==> src/rtl/sha256_pkg.sv <==
`timescale 1ns / 1ps

package sha256_pkg;

    // Round constants of the compression function.
    localparam logic [31:0] K_ROUND [64] = '{
        32'h428a2f98, 32'h71374491, 32'hb5c0fbcf, 32'he9b5dba5,
        32'h3956c25b, 32'h59f111f1, 32'h923f82a4, 32'hab1c5ed5,
        32'hd807aa98, 32'h12835b01, 32'h243185be, 32'h550c7dc3,
        32'h72be5d74, 32'h80deb1fe, 32'h9bdc06a7, 32'hc19bf174,
        32'he49b69c1, 32'hefbe4786, 32'h0fc19dc6, 32'h240ca1cc,
        32'h2de92c6f, 32'h4a7484aa, 32'h5cb0a9dc, 32'h76f988da,
        32'h983e5152, 32'ha831c66d, 32'hb00327c8, 32'hbf597fc7,
        32'hc6e00bf3, 32'hd5a79147, 32'h06ca6351, 32'h14292967,
        32'h27b70a85, 32'h2e1b2138, 32'h4d2c6dfc, 32'h53380d13,
        32'h650a7354, 32'h766a0abb, 32'h81c2c92e, 32'h92722c85,
        32'ha2bfe8a1, 32'ha81a664b, 32'hc24b8b70, 32'hc76c51a3,
        32'hd192e819, 32'hd6990624, 32'hf40e3585, 32'h106aa070,
        32'h19a4c116, 32'h1e376c08, 32'h2748774c, 32'h34b0bcb5,
        32'h391c0cb3, 32'h4ed8aa4a, 32'h5b9cca4f, 32'h682e6ff3,
        32'h748f82ee, 32'h78a5636f, 32'h84c87814, 32'h8cc70208,
        32'h90befffa, 32'ha4506ceb, 32'hbef9a3f7, 32'hc67178f2
    };

    // Initial hash value of every message.
    localparam logic [31:0] H_INIT [8] = '{
        32'h6a09e667, 32'hbb67ae85, 32'h3c6ef372, 32'ha54ff53a,
        32'h510e527f, 32'h9b05688c, 32'h1f83d9ab, 32'h5be0cd19
    };

    localparam logic [7:0] PAD_MARK   = 8'h80;
    localparam logic [5:0] LEN_POS    = 6'd56;
    localparam logic [5:0] LAST_BYTE  = 6'd63;
    localparam logic [5:0] LAST_ROUND = 6'd63;
    localparam logic [2:0] LAST_WORD  = 3'd7;

    typedef logic [31:0] t_word;

    function automatic t_word rotr(input t_word x, input int unsigned n);
        rotr = (x >> n) | (x << (32 - n));
    endfunction

    function automatic t_word big_sigma0(input t_word x);
        big_sigma0 = rotr(x, 2) ^ rotr(x, 13) ^ rotr(x, 22);
    endfunction

    function automatic t_word big_sigma1(input t_word x);
        big_sigma1 = rotr(x, 6) ^ rotr(x, 11) ^ rotr(x, 25);
    endfunction

    function automatic t_word small_sigma0(input t_word x);
        small_sigma0 = rotr(x, 7) ^ rotr(x, 18) ^ (x >> 3);
    endfunction

    function automatic t_word small_sigma1(input t_word x);
        small_sigma1 = rotr(x, 17) ^ rotr(x, 19) ^ (x >> 10);
    endfunction

endpackage

==> src/rtl/sha256_byte_stream_hasher.sv <==
`timescale 1ns / 1ps

// SHA-256 hasher fed one message byte per request. A request carrying a
// byte is taken while idle; the request that completes a 64-byte block
// also starts its compression, which runs one round per cycle on a single
// shared round unit and keeps the input stalled through its 64 rounds and
// the chaining add. A request flagged end-of-message appends the padding one
// byte per cycle (64 - fill bytes, or 128 - fill when 56 or more bytes are
// pending, counting the 0x80 mark, zeros and the 8 length bytes), runs one or
// two compressions, then presents the eight digest words in order, word 0
// first, one per accepted output request. After the eighth word the hasher
// is ready for the next message. An end request without a byte is allowed
// and hashes an empty message when no bytes came before it.

module sha256_byte_stream_hasher
    import sha256_pkg::*;
(
    input  logic        i_clk,
    input  logic        i_rst_n,
    input  logic        i_valid,
    output logic        o_ready,
    input  logic [7:0]  i_data_byte,
    input  logic        i_byte_present,
    input  logic        i_end_of_message,
    output logic        o_valid,
    input  logic        i_ready,
    output logic [31:0] o_digest_word,
    output logic [2:0]  o_word_index,
    output logic        o_last_word
);

    typedef enum logic [2:0] {
        S_IDLE,
        S_PAD,
        S_ROUND,
        S_UPDATE,
        S_OUT
    } t_state;

    t_state      r_state;
    t_word       r_chain [8];
    t_word       r_v [8];
    t_word       r_w [16];
    logic [63:0] r_bit_count;
    logic [5:0]  r_fill;
    logic [5:0]  r_round;
    logic        r_final;
    logic        r_mark_sent;
    logic        r_len_phase;
    logic [2:0]  r_out_idx;

    logic        push_en;
    logic [7:0]  push_byte;
    t_word       n_t1;
    t_word       n_t2;
    t_word       n_w;

    // Byte source for the message window: input bytes or padding bytes.
    always_comb begin
        push_en   = 1'b0;
        push_byte = 8'h00;
        case (r_state)
            S_IDLE: begin
                push_en   = i_valid && i_byte_present;
                push_byte = i_data_byte;
            end
            S_PAD: begin
                push_en = 1'b1;
                if (!r_mark_sent) begin
                    push_byte = PAD_MARK;
                end else if (r_len_phase || (r_fill == LEN_POS)) begin
                    push_byte = r_bit_count[63:56];
                end else begin
                    push_byte = 8'h00;
                end
            end
            default: begin
                push_en   = 1'b0;
                push_byte = 8'h00;
            end
        endcase
    end

    // Shared round unit and message schedule step.
    always_comb begin
        n_t1 = r_v[7] + big_sigma1(r_v[4])
             + ((r_v[4] & r_v[5]) ^ (~r_v[4] & r_v[6]))
             + K_ROUND[r_round] + r_w[0];
        n_t2 = big_sigma0(r_v[0])
             + ((r_v[0] & r_v[1]) ^ (r_v[0] & r_v[2]) ^ (r_v[1] & r_v[2]));
        n_w  = r_w[0] + small_sigma0(r_w[1]) + r_w[9] + small_sigma1(r_w[14]);
    end

    // Message window: bytes shift in at the bottom, words shift out in rounds.
    always_ff @(posedge i_clk) begin
        if (push_en) begin
            for (int i = 0; i < 15; i++) begin
                r_w[i] <= {r_w[i][23:0], r_w[i+1][31:24]};
            end
            r_w[15] <= {r_w[15][23:0], push_byte};
        end else if (r_state == S_ROUND) begin
            for (int i = 0; i < 15; i++) begin
                r_w[i] <= r_w[i+1];
            end
            r_w[15] <= n_w;
        end
    end

    // Sequencer, working variables, chaining value and length.
    always_ff @(posedge i_clk) begin
        if (!i_rst_n) begin
            r_state     <= S_IDLE;
            r_chain     <= H_INIT;
            r_bit_count <= '0;
            r_fill      <= '0;
            r_round     <= '0;
            r_final     <= 1'b0;
            r_mark_sent <= 1'b0;
            r_len_phase <= 1'b0;
            r_out_idx   <= '0;
        end else begin
            case (r_state)
                S_IDLE: begin
                    if (i_valid) begin
                        if (i_byte_present) begin
                            r_bit_count <= r_bit_count + 64'd8;
                        end
                        if (i_end_of_message) begin
                            r_final <= 1'b1;
                            // A request that completes a block compresses it
                            // first; the padding follows after the update.
                            if (!(i_byte_present && (r_fill == LAST_BYTE))) begin
                                r_state <= S_PAD;
                            end
                        end
                    end
                end
                S_PAD: begin
                    if (!r_mark_sent) begin
                        r_mark_sent <= 1'b1;
                    end else if (r_len_phase || (r_fill == LEN_POS)) begin
                        r_len_phase <= 1'b1;
                        r_bit_count <= {r_bit_count[55:0], 8'h00};
                    end
                end
                S_ROUND: begin
                    r_v[7]  <= r_v[6];
                    r_v[6]  <= r_v[5];
                    r_v[5]  <= r_v[4];
                    r_v[4]  <= r_v[3] + n_t1;
                    r_v[3]  <= r_v[2];
                    r_v[2]  <= r_v[1];
                    r_v[1]  <= r_v[0];
                    r_v[0]  <= n_t1 + n_t2;
                    r_round <= r_round + 6'd1;
                    if (r_round == LAST_ROUND) begin
                        r_state <= S_UPDATE;
                    end
                end
                S_UPDATE: begin
                    for (int i = 0; i < 8; i++) begin
                        r_chain[i] <= r_chain[i] + r_v[i];
                    end
                    if (r_len_phase) begin
                        r_out_idx <= '0;
                        r_state   <= S_OUT;
                    end else if (r_final) begin
                        r_state <= S_PAD;
                    end else begin
                        r_state <= S_IDLE;
                    end
                end
                S_OUT: begin
                    if (i_ready) begin
                        r_out_idx <= r_out_idx + 3'd1;
                        if (r_out_idx == LAST_WORD) begin
                            r_chain     <= H_INIT;
                            r_final     <= 1'b0;
                            r_mark_sent <= 1'b0;
                            r_len_phase <= 1'b0;
                            r_state     <= S_IDLE;
                        end
                    end
                end
                default: begin
                    r_state <= S_IDLE;
                end
            endcase

            // A byte fills the block; the last one starts the compression.
            if (push_en) begin
                r_fill <= r_fill + 6'd1;
                if (r_fill == LAST_BYTE) begin
                    r_v     <= r_chain;
                    r_round <= '0;
                    r_state <= S_ROUND;
                end
            end
        end
    end

    assign o_ready       = (r_state == S_IDLE);
    assign o_valid       = (r_state == S_OUT);
    assign o_digest_word = r_chain[r_out_idx];
    assign o_word_index  = r_out_idx;
    assign o_last_word   = (r_out_idx == LAST_WORD);

endmodule
==> config.mk <==
export PLATFORM = sky130hd
export DESIGN_NAME = sha256_byte_stream_hasher
export DESIGN_NICKNAME = d
export VERILOG_FILES = /design/src/rtl/sha256_pkg.sv /design/src/rtl/sha256_byte_stream_hasher.sv
export SDC_FILE = /design/constraint.sdc
export NUM_CORES = 2
export LEC_CHECK = 0
export BUFFER_PORTS_ARGS = -buffer_cell sky130_fd_sc_hd__buf_4
export CORE_ASPECT_RATIO = 0.6
export CORE_MARGIN = 5
export CORE_UTILIZATION = 40
export CTS_CLUSTER_DIAMETER = 150
export CTS_CLUSTER_SIZE = 25
export DETAILED_ROUTE_END_ITERATION = 10
export PLACE_DENSITY_LB_ADDON = 0.3
export SYNTH_ARGS = -nofsm -noshare
export SYNTH_HDL_FRONTEND = slang
export SYNTH_SLANG_ARGS = --single-unit
export TNS_END_PERCENT = 20
==> constraint.sdc <==
create_clock -name i_clk -period 39.6 [get_ports i_clk]
set_input_delay 1.98 -clock i_clk [delete_from_list [all_inputs] [get_ports i_clk]]
set_output_delay 1.98 -clock i_clk [all_outputs]
set_load 0.005 [all_outputs]
=== Yosys cells after proc, flatten, opt, wreduce, memory -nomap -nowiden ===
Memories as Yosys holds them, arrays and structs flattened.
Index checks and enable logic that the tools add are counted.

* Memory bits (writable): 512
* Register bits after elaboration: 597
* Bits in read-only memories: 2048
* Output and inout bits: 38
* Memories kept: 2

* Order comparisons: 2
* Equal/unequal tests: 16
* Multiplexer cells: 67
* Bitwise gates (word level): 45
* $add $sub $neg: 22
* Reduce and logical (&&, ||, !) cells: 14

{| class="wikitable"
|+ Memories
! name !! depth !! width !! read ports !! clocked after memory_dff !! wr ports !! RTL line !! text
|-
| (no name shown) || 64 || 32 || 1 || 0 || 0 || sha256_byte_stream_hasher.sv:88 || <nowiki>+ K_ROUND[r_round] + r_w[0];</nowiki>
|-
| r_w || 16 || 32 || 16 || 0 || 16 || sha256_byte_stream_hasher.sv:43 || <nowiki>t_word r_w [16];</nowiki>
|}

{| class="wikitable"
|+ Operators by type and width
! kind !! number
|-
| 256-bit two-way mux || 5
|-
| 32-bit two-way mux || 20
|-
| 32-bit adder || 18
|-
| 256-bit one-hot mux with 2 select lines || 1
|-
| 32-bit XOR || 9
|-
| 64-bit two-way mux || 4
|-
| 32-bit AND || 5
|-
| 64-bit one-hot mux with 2 select lines || 1
|-
| 32-bit binary-select mux with 3-bit select || 1
|-
| 64-bit by 4-bit adder with 64-bit output, second input constant || 1
|-
| 3-bit two-way mux || 11
|-
| 32-bit NOT || 1
|-
| 10-bit by 32-bit OR with 32-bit output || 1
|-
| 13-bit by 32-bit OR with 32-bit output || 1
|-
| 14-bit by 32-bit OR with 32-bit output || 1
|-
| 15-bit by 32-bit OR with 32-bit output || 1
|-
| 19-bit by 32-bit OR with 32-bit output || 1
|-
| 21-bit by 32-bit OR with 32-bit output || 1
|-
| 25-bit by 32-bit OR with 32-bit output || 1
|-
| 26-bit by 32-bit OR with 32-bit output || 1
|-
| 30-bit by 32-bit OR with 32-bit output || 1
|-
| 7-bit by 32-bit OR with 32-bit output || 1
|-
| 32-bit by 22-bit XOR with 32-bit output || 1
|-
| 32-bit by 29-bit XOR with 32-bit output || 1
|-
| other kinds (26) || 77
|}

=== Logic depth before layout (Yosys ltp) ===
* Word-level depth: 11
* Depth in mapped cells: 41
* Depth with buffers taken out: 39

=== Worst setup path after synthesis ===
Ideal clock, no wire load.

* Kind: input to register
* From: input port i_valid
* To: memory r_w[0][0] in the netlist's numbering (enable)
* Buffers on the path: 2
* Data arrival time: 11145 ps
* Required time: 35968 ps
* Cell stages on the path: 5
* Setup slack: 24822 ps
* Cells stage by stage: and3_1 -> clkbuf_1 -> nor2_1 -> clkbuf_1 -> nand2_1

{| class="wikitable"
|+ RTL lines
! element !! RTL line !! text
|-
| from (decl) || sha256_byte_stream_hasher.sv:20 || <nowiki>input logic i_valid,</nowiki>
|-
| to (decl) || sha256_byte_stream_hasher.sv:43 ||
|}

=== Worst setup path in the final report ===
* From: register r_round[1]
* To: register r_v[252] in the netlist's numbering (data pin)

* Cells in the longest elaborated chain, start to end: 10

{| class="wikitable"
|+ Ends and longest elaborated chain
! element !! RTL line !! text
|-
| from (decl) || sha256_byte_stream_hasher.sv:46 || <nowiki>logic [5:0] r_round;</nowiki>
|-
| from (signal assigned) || sha256_byte_stream_hasher.sv:155 || <nowiki>r_round <= r_round + 6'd1;</nowiki>
|-
| 6-bit NOT with 7-bit output (not written as such) * || sha256_byte_stream_hasher.sv:88 ||
|-
| memory 64 x 32 bit * || - ||
|-
| 32-bit two-way mux (not written as such) * (2 in series) || sha256_byte_stream_hasher.sv:88 ||
|-
| 32-bit adder * (2 in series) || sha256_byte_stream_hasher.sv:88 ||
|-
| 32-bit adder * || sha256_byte_stream_hasher.sv:154 || <nowiki>r_v[0] <= n_t1 + n_t2;</nowiki>
|-
| 256-bit two-way mux * || sha256_byte_stream_hasher.sv:122 || <nowiki>case (r_state)</nowiki>
|-
| 256-bit two-way mux || sha256_byte_stream_hasher.sv:193 || <nowiki>if (r_fill == LAST_BYTE) begin</nowiki>
|-
| 256-bit two-way mux * || sha256_byte_stream_hasher.sv:191 || <nowiki>if (push_en) begin</nowiki>
|-
| to (signal assigned) || sha256_byte_stream_hasher.sv:194 || <nowiki>r_v <= r_chain;</nowiki>
|-
| to (decl) || sha256_byte_stream_hasher.sv:42 || <nowiki>t_word r_v [8];</nowiki>
|}

Mark *: on every way between the ends. The rest lies on a longest branch, timed or not. The select of a mux whose other input is x is not followed.
A chain may end at the register's enable or synchronous reset.

==> metrics.log <==
[metrics] P_leak: 32.3 nW
[metrics] initial core utilization: 40.4%
[metrics] Worst Hold Margin: 505 ps
[metrics] total negative slack for setup checks: 0 ps
[metrics] Clock Sinks: 1,106
[metrics] setup repair bufs after CTS: 0
[metrics] cell-internal power: 2.88 mW
[metrics] adder and majority cell fraction of the synthesized area: 11.7%
[metrics] slew at the pin closest to its max-slew limit: 1170 ps
[metrics] Critical Path Source: r_round[1]
[metrics] nets in the synthesized netlist: 9,194
[metrics] slowest stage cell on the critical path: sky130_fd_sc_hd__ha_1
[metrics] number of maximum-capacitance violations: 0
[metrics] via count of the first global-routing pass: 58,480
[metrics] startpoint-to-endpoint class of the critical path: reg2reg
[metrics] Area Overhead vs Synth: 5.13%
[metrics] DR vias: 64,838
[metrics] clock latency reported for the late side of the worst-skew pair: 760 ps
[metrics] Nets: 8,855
[metrics] min Tclk post-route: 10,020 ps
[metrics] post-synthesis mux area share: 3.26%
[metrics] Max transition margin: 19.9%
[metrics] routability cong.: 1.04
[metrics] DRC violation count after routing: 0
[metrics] Power per Cell Area: 68.9 nW/um^2
[metrics] count of endpoints failing setup in the final report: 0
[metrics] ANT cells: 0
[metrics] primary flip-flop cell chosen by synthesis mapping: sky130_fd_sc_hd__edfxtp_1
[metrics] number of hold buffers added after CTS: 0
[metrics] average detailed-routed wire length per instance: 26.4 um
[metrics] combinational cell fraction of total power: 60.8%
[metrics] Seq pwr share: 27.2%
[metrics] cell accounting for the most synthesized area: sky130_fd_sc_hd__edfxtp_1
[metrics] # fillers: 18,500
[metrics] Setup crit end kind: flop
[metrics] fin. max-slew vios: 0
[metrics] Worst Path Max Fanout: 21
[metrics] xor/xnor cell area share of the yosys netlist: 6.84%
[metrics] Fin Clk Skew: 67.3 ps
[metrics] average size of a mapped cell: 8.84 sq um
[metrics] critical path launch point type: flop
[metrics] number of vias per cell: 6.01
[metrics] clock input transition at the sequential cells of the worst setup and hold paths: 120 ps
[metrics] number of unique standard cell types used by synthesis: 91
[metrics] startpoint of the most critical register-to-register path: r_round[1]
[metrics] Synth top area share: 30.4%
[metrics] register area share after synthesis: 39.3%
[metrics] fin crit share: 25.3%
[metrics] main combinational cell family by area after synthesis: simple AND/OR/NAND/NOR gates
[metrics] Final Hold Fails: 0
[metrics] unrepaired setup endpoints after global routing: false
[metrics] commonest non-fill, non-tap cell in the layout: sky130_fd_sc_hd__nand2_1
[metrics] number of instances resized during post-cts repair: 0
[metrics] CP dominant cell by count: sky130_fd_sc_hd__a21oi_1
[metrics] required time at the worst-slack endpoint: 40,090 ps
[metrics] cells taking the most area after synthesis: sky130_fd_sc_hd__edfxtp_1 (30%), sky130_fd_sc_hd__nand2_1 (11%), sky130_fd_sc_hd__dfxtp_1 (8.9%)
[metrics] count of input and output buffers: 51
[metrics] largest incremental delay on the critical path: 680 ps
[metrics] drt initial violations: 9,702
[metrics] commonest non-fill, non-tap cells in the layout: sky130_fd_sc_hd__nand2_1 (2,203), sky130_fd_sc_hd__edfxtp_1 (768), sky130_fd_sc_hd__a21oi_1 (532)
[metrics] wire length of the first global-routing pass: 412,000 um
[metrics] sum of routed wire length over all layers: 285,000 um
[metrics] fraction of layout instances using a drive strength above 1: 4.84%
[metrics] Design Power: 5.50 mW
[metrics] total half-perimeter wirelength after legalization and detailed placement: 213,000 um
[metrics] ys async rst share: 0%
[metrics] FMAX: 99.8 MHz
[metrics] H-tree levels: 2
[metrics] net switching power: 2.61 mW
[metrics] clock network fraction of design power: 12.0%
[metrics] number of antenna violations at the first check in global routing: 13
[metrics] count of warnings emitted by yosys: 0
[metrics] area share of and/or/nand/nor cells after synthesis: 17.6%
[metrics] CP Buf/Inv Count: 5
[metrics] Die ar.: 199,000 sq um
[metrics] placed instance area: 78,300 sq um
[metrics] root buffer selected by CTS: sky130_fd_sc_hd__clkbuf_16
[metrics] largest vdd supply drop: 60.0 uV
[metrics] synthesized cell area: 75,900 sq um
[metrics] CTS tree: yes
[metrics] placeable core region: 188,000 sq um
[metrics] die boundary height: 347 um
[metrics] signal arrival time at the worst endpoint: 10,510 ps
[metrics] dominant delay contributor by cell family on the critical path: compound AO/OA/AOI/OAI gates
[metrics] overall routing resource usage: 27.7%
[metrics] compound-gate portion of the synthesized area: 16.9%
[metrics] finished layout cell area: 79,800 sq um
[metrics] number of register bits inferred by synthesis: 1,106
[metrics] path type of the worst min-delay path: reg2reg
[metrics] worst-case clock buffer depth: 3
[metrics] row cnt: 123
[metrics] Inserted Clock Buffers: 50
[metrics] width of the chip: 572 um
[metrics] total overflow reported by the global router: 0
[metrics] status: completed
[metrics] switching portion of total power: 47.6%
[metrics] total iterations of the first detailed-routing run: 8
[metrics] worst hold path startpoint: r_fill[5]
[metrics] top-level I/O count: 52
[metrics] antenna violation net count after detailed routing: 0
[metrics] largest net degree at the start of global routing: 199
[metrics] synthesized instance count: 8,587
[metrics] EDFF count, synth: 768
kinds of logic (layout without fill, tap and decap cells):
kind of cell	count (synthesis)	count (layout)
AND/OR/NAND/NOR	3214	3214
AO/OA/AOI/OAI	2032	2032
buffers and inverters	893	596
adder cells (fa/ha/maj)	596	596
multiplexers	155	155
flip-flops	1106	1106
XOR/XNOR	591	591
worst register-to-register path: cells and delay by family, from the launching register on:
| kind | cells | cell delay [ps] |
|---|---|---|
| AO/OA/AOI/OAI | 15 | 3440 |
| adder cells (fa/ha/maj) | 6 | 2790 |
| AND/OR/NAND/NOR | 10 | 1940 |
| buffers and inverters | 5 | 880 |
| flip-flops | 1 | 320 |
| XOR/XNOR | 1 | 270 |
| multiplexers | 1 | 170 |
worst paths after layout:
| path | end | slack, ps | cells after the start |
|---|---|---|---|
| worst max-delay path | r_v[252] | 29580 | 38 |
| worst min-delay path | r_fill[5] | 510 | 2 |
| worst max register to register | r_v[252] | 29580 | 38 |
| worst min register to register | r_fill[5] | 510 | 2 |
cell usage after synthesis (142+ instances only):
master / number
sky130_fd_sc_hd__xnor2_1: 387
sky130_fd_sc_hd__a21o_1: 192
sky130_fd_sc_hd__nor2_1: 436
sky130_fd_sc_hd__a22oi_1: 232
sky130_fd_sc_hd__inv_1: 359
sky130_fd_sc_hd__clkbuf_1: 471
sky130_fd_sc_hd__nand2_1: 2211
sky130_fd_sc_hd__ha_1: 398
sky130_fd_sc_hd__xor2_1: 203
sky130_fd_sc_hd__edfxtp_1: 768
sky130_fd_sc_hd__nand3_1: 142
sky130_fd_sc_hd__a21oi_1: 532
sky130_fd_sc_hd__o21ai_0: 483
sky130_fd_sc_hd__dfxtp_1: 338
sky130_fd_sc_hd__fa_1: 195
flip-flops by register name, summed over array words and instances, names as in the netlist, 3 cells and up:
register and count:
r_fill 6, r_w 512, r_round 6, r_v 256
r_state 3, o_word_index 3, r_bit_count 61, r_chain 256
power by group through the flow:
stage / clock network, mW / logic [mW] / registers [mW]
floorplan: 0 / 2.30 / 1.47
global placement: 0 / 3.21 / 1.51
detailed placement: 0 / 3.21 / 1.51
CTS: 0.673 / 3.23 / 1.49
global route: 0.713 / 3.63 / 1.50
finish: 0.661 / 3.34 / 1.50
area by class of cell:
| type | count | area [sq um] | share of cell area [%] |
|---|---|---|---|
| inverters | 360 | 1350 | 1.70 |
| repair buffers | 142 | 1150 | 1.44 |
| clock buffers | 90 | 1400 | 1.76 |
| flip-flops and latches | 1106 | 29800 | 37.4 |
| multi-input cells | 6588 | 42800 | 53.7 |
| well taps | 2500 | 3130 | 3.92 |
| clock inverters | 4 | 100 | 0.125 |
routing by layer:
layer	wire (um)	track usage, %	vias to the layer above
met1	137000	46.2	31728
met3	42100	9.36	250
li1	-	-	29240
met4	7250	5.95	0
met2	98400	32.6	3620
met5	0	0	-
per-stage QoR:
step | cells | utilization, % | worst slack, ps
6_report | 10790 | 42.4 | 29580
5_1_grt | 10790 | 42.4 | 29070
4_1_cts | 10790 | 42.4 | 29820
3_5_place_dp | 10696 | 41.6 | 29820
3_3_place_gp | 10696 | 41.6 | 29720
2_1_floorplan | 8587 | - | 24820
(Power assumes the default switching activity.)
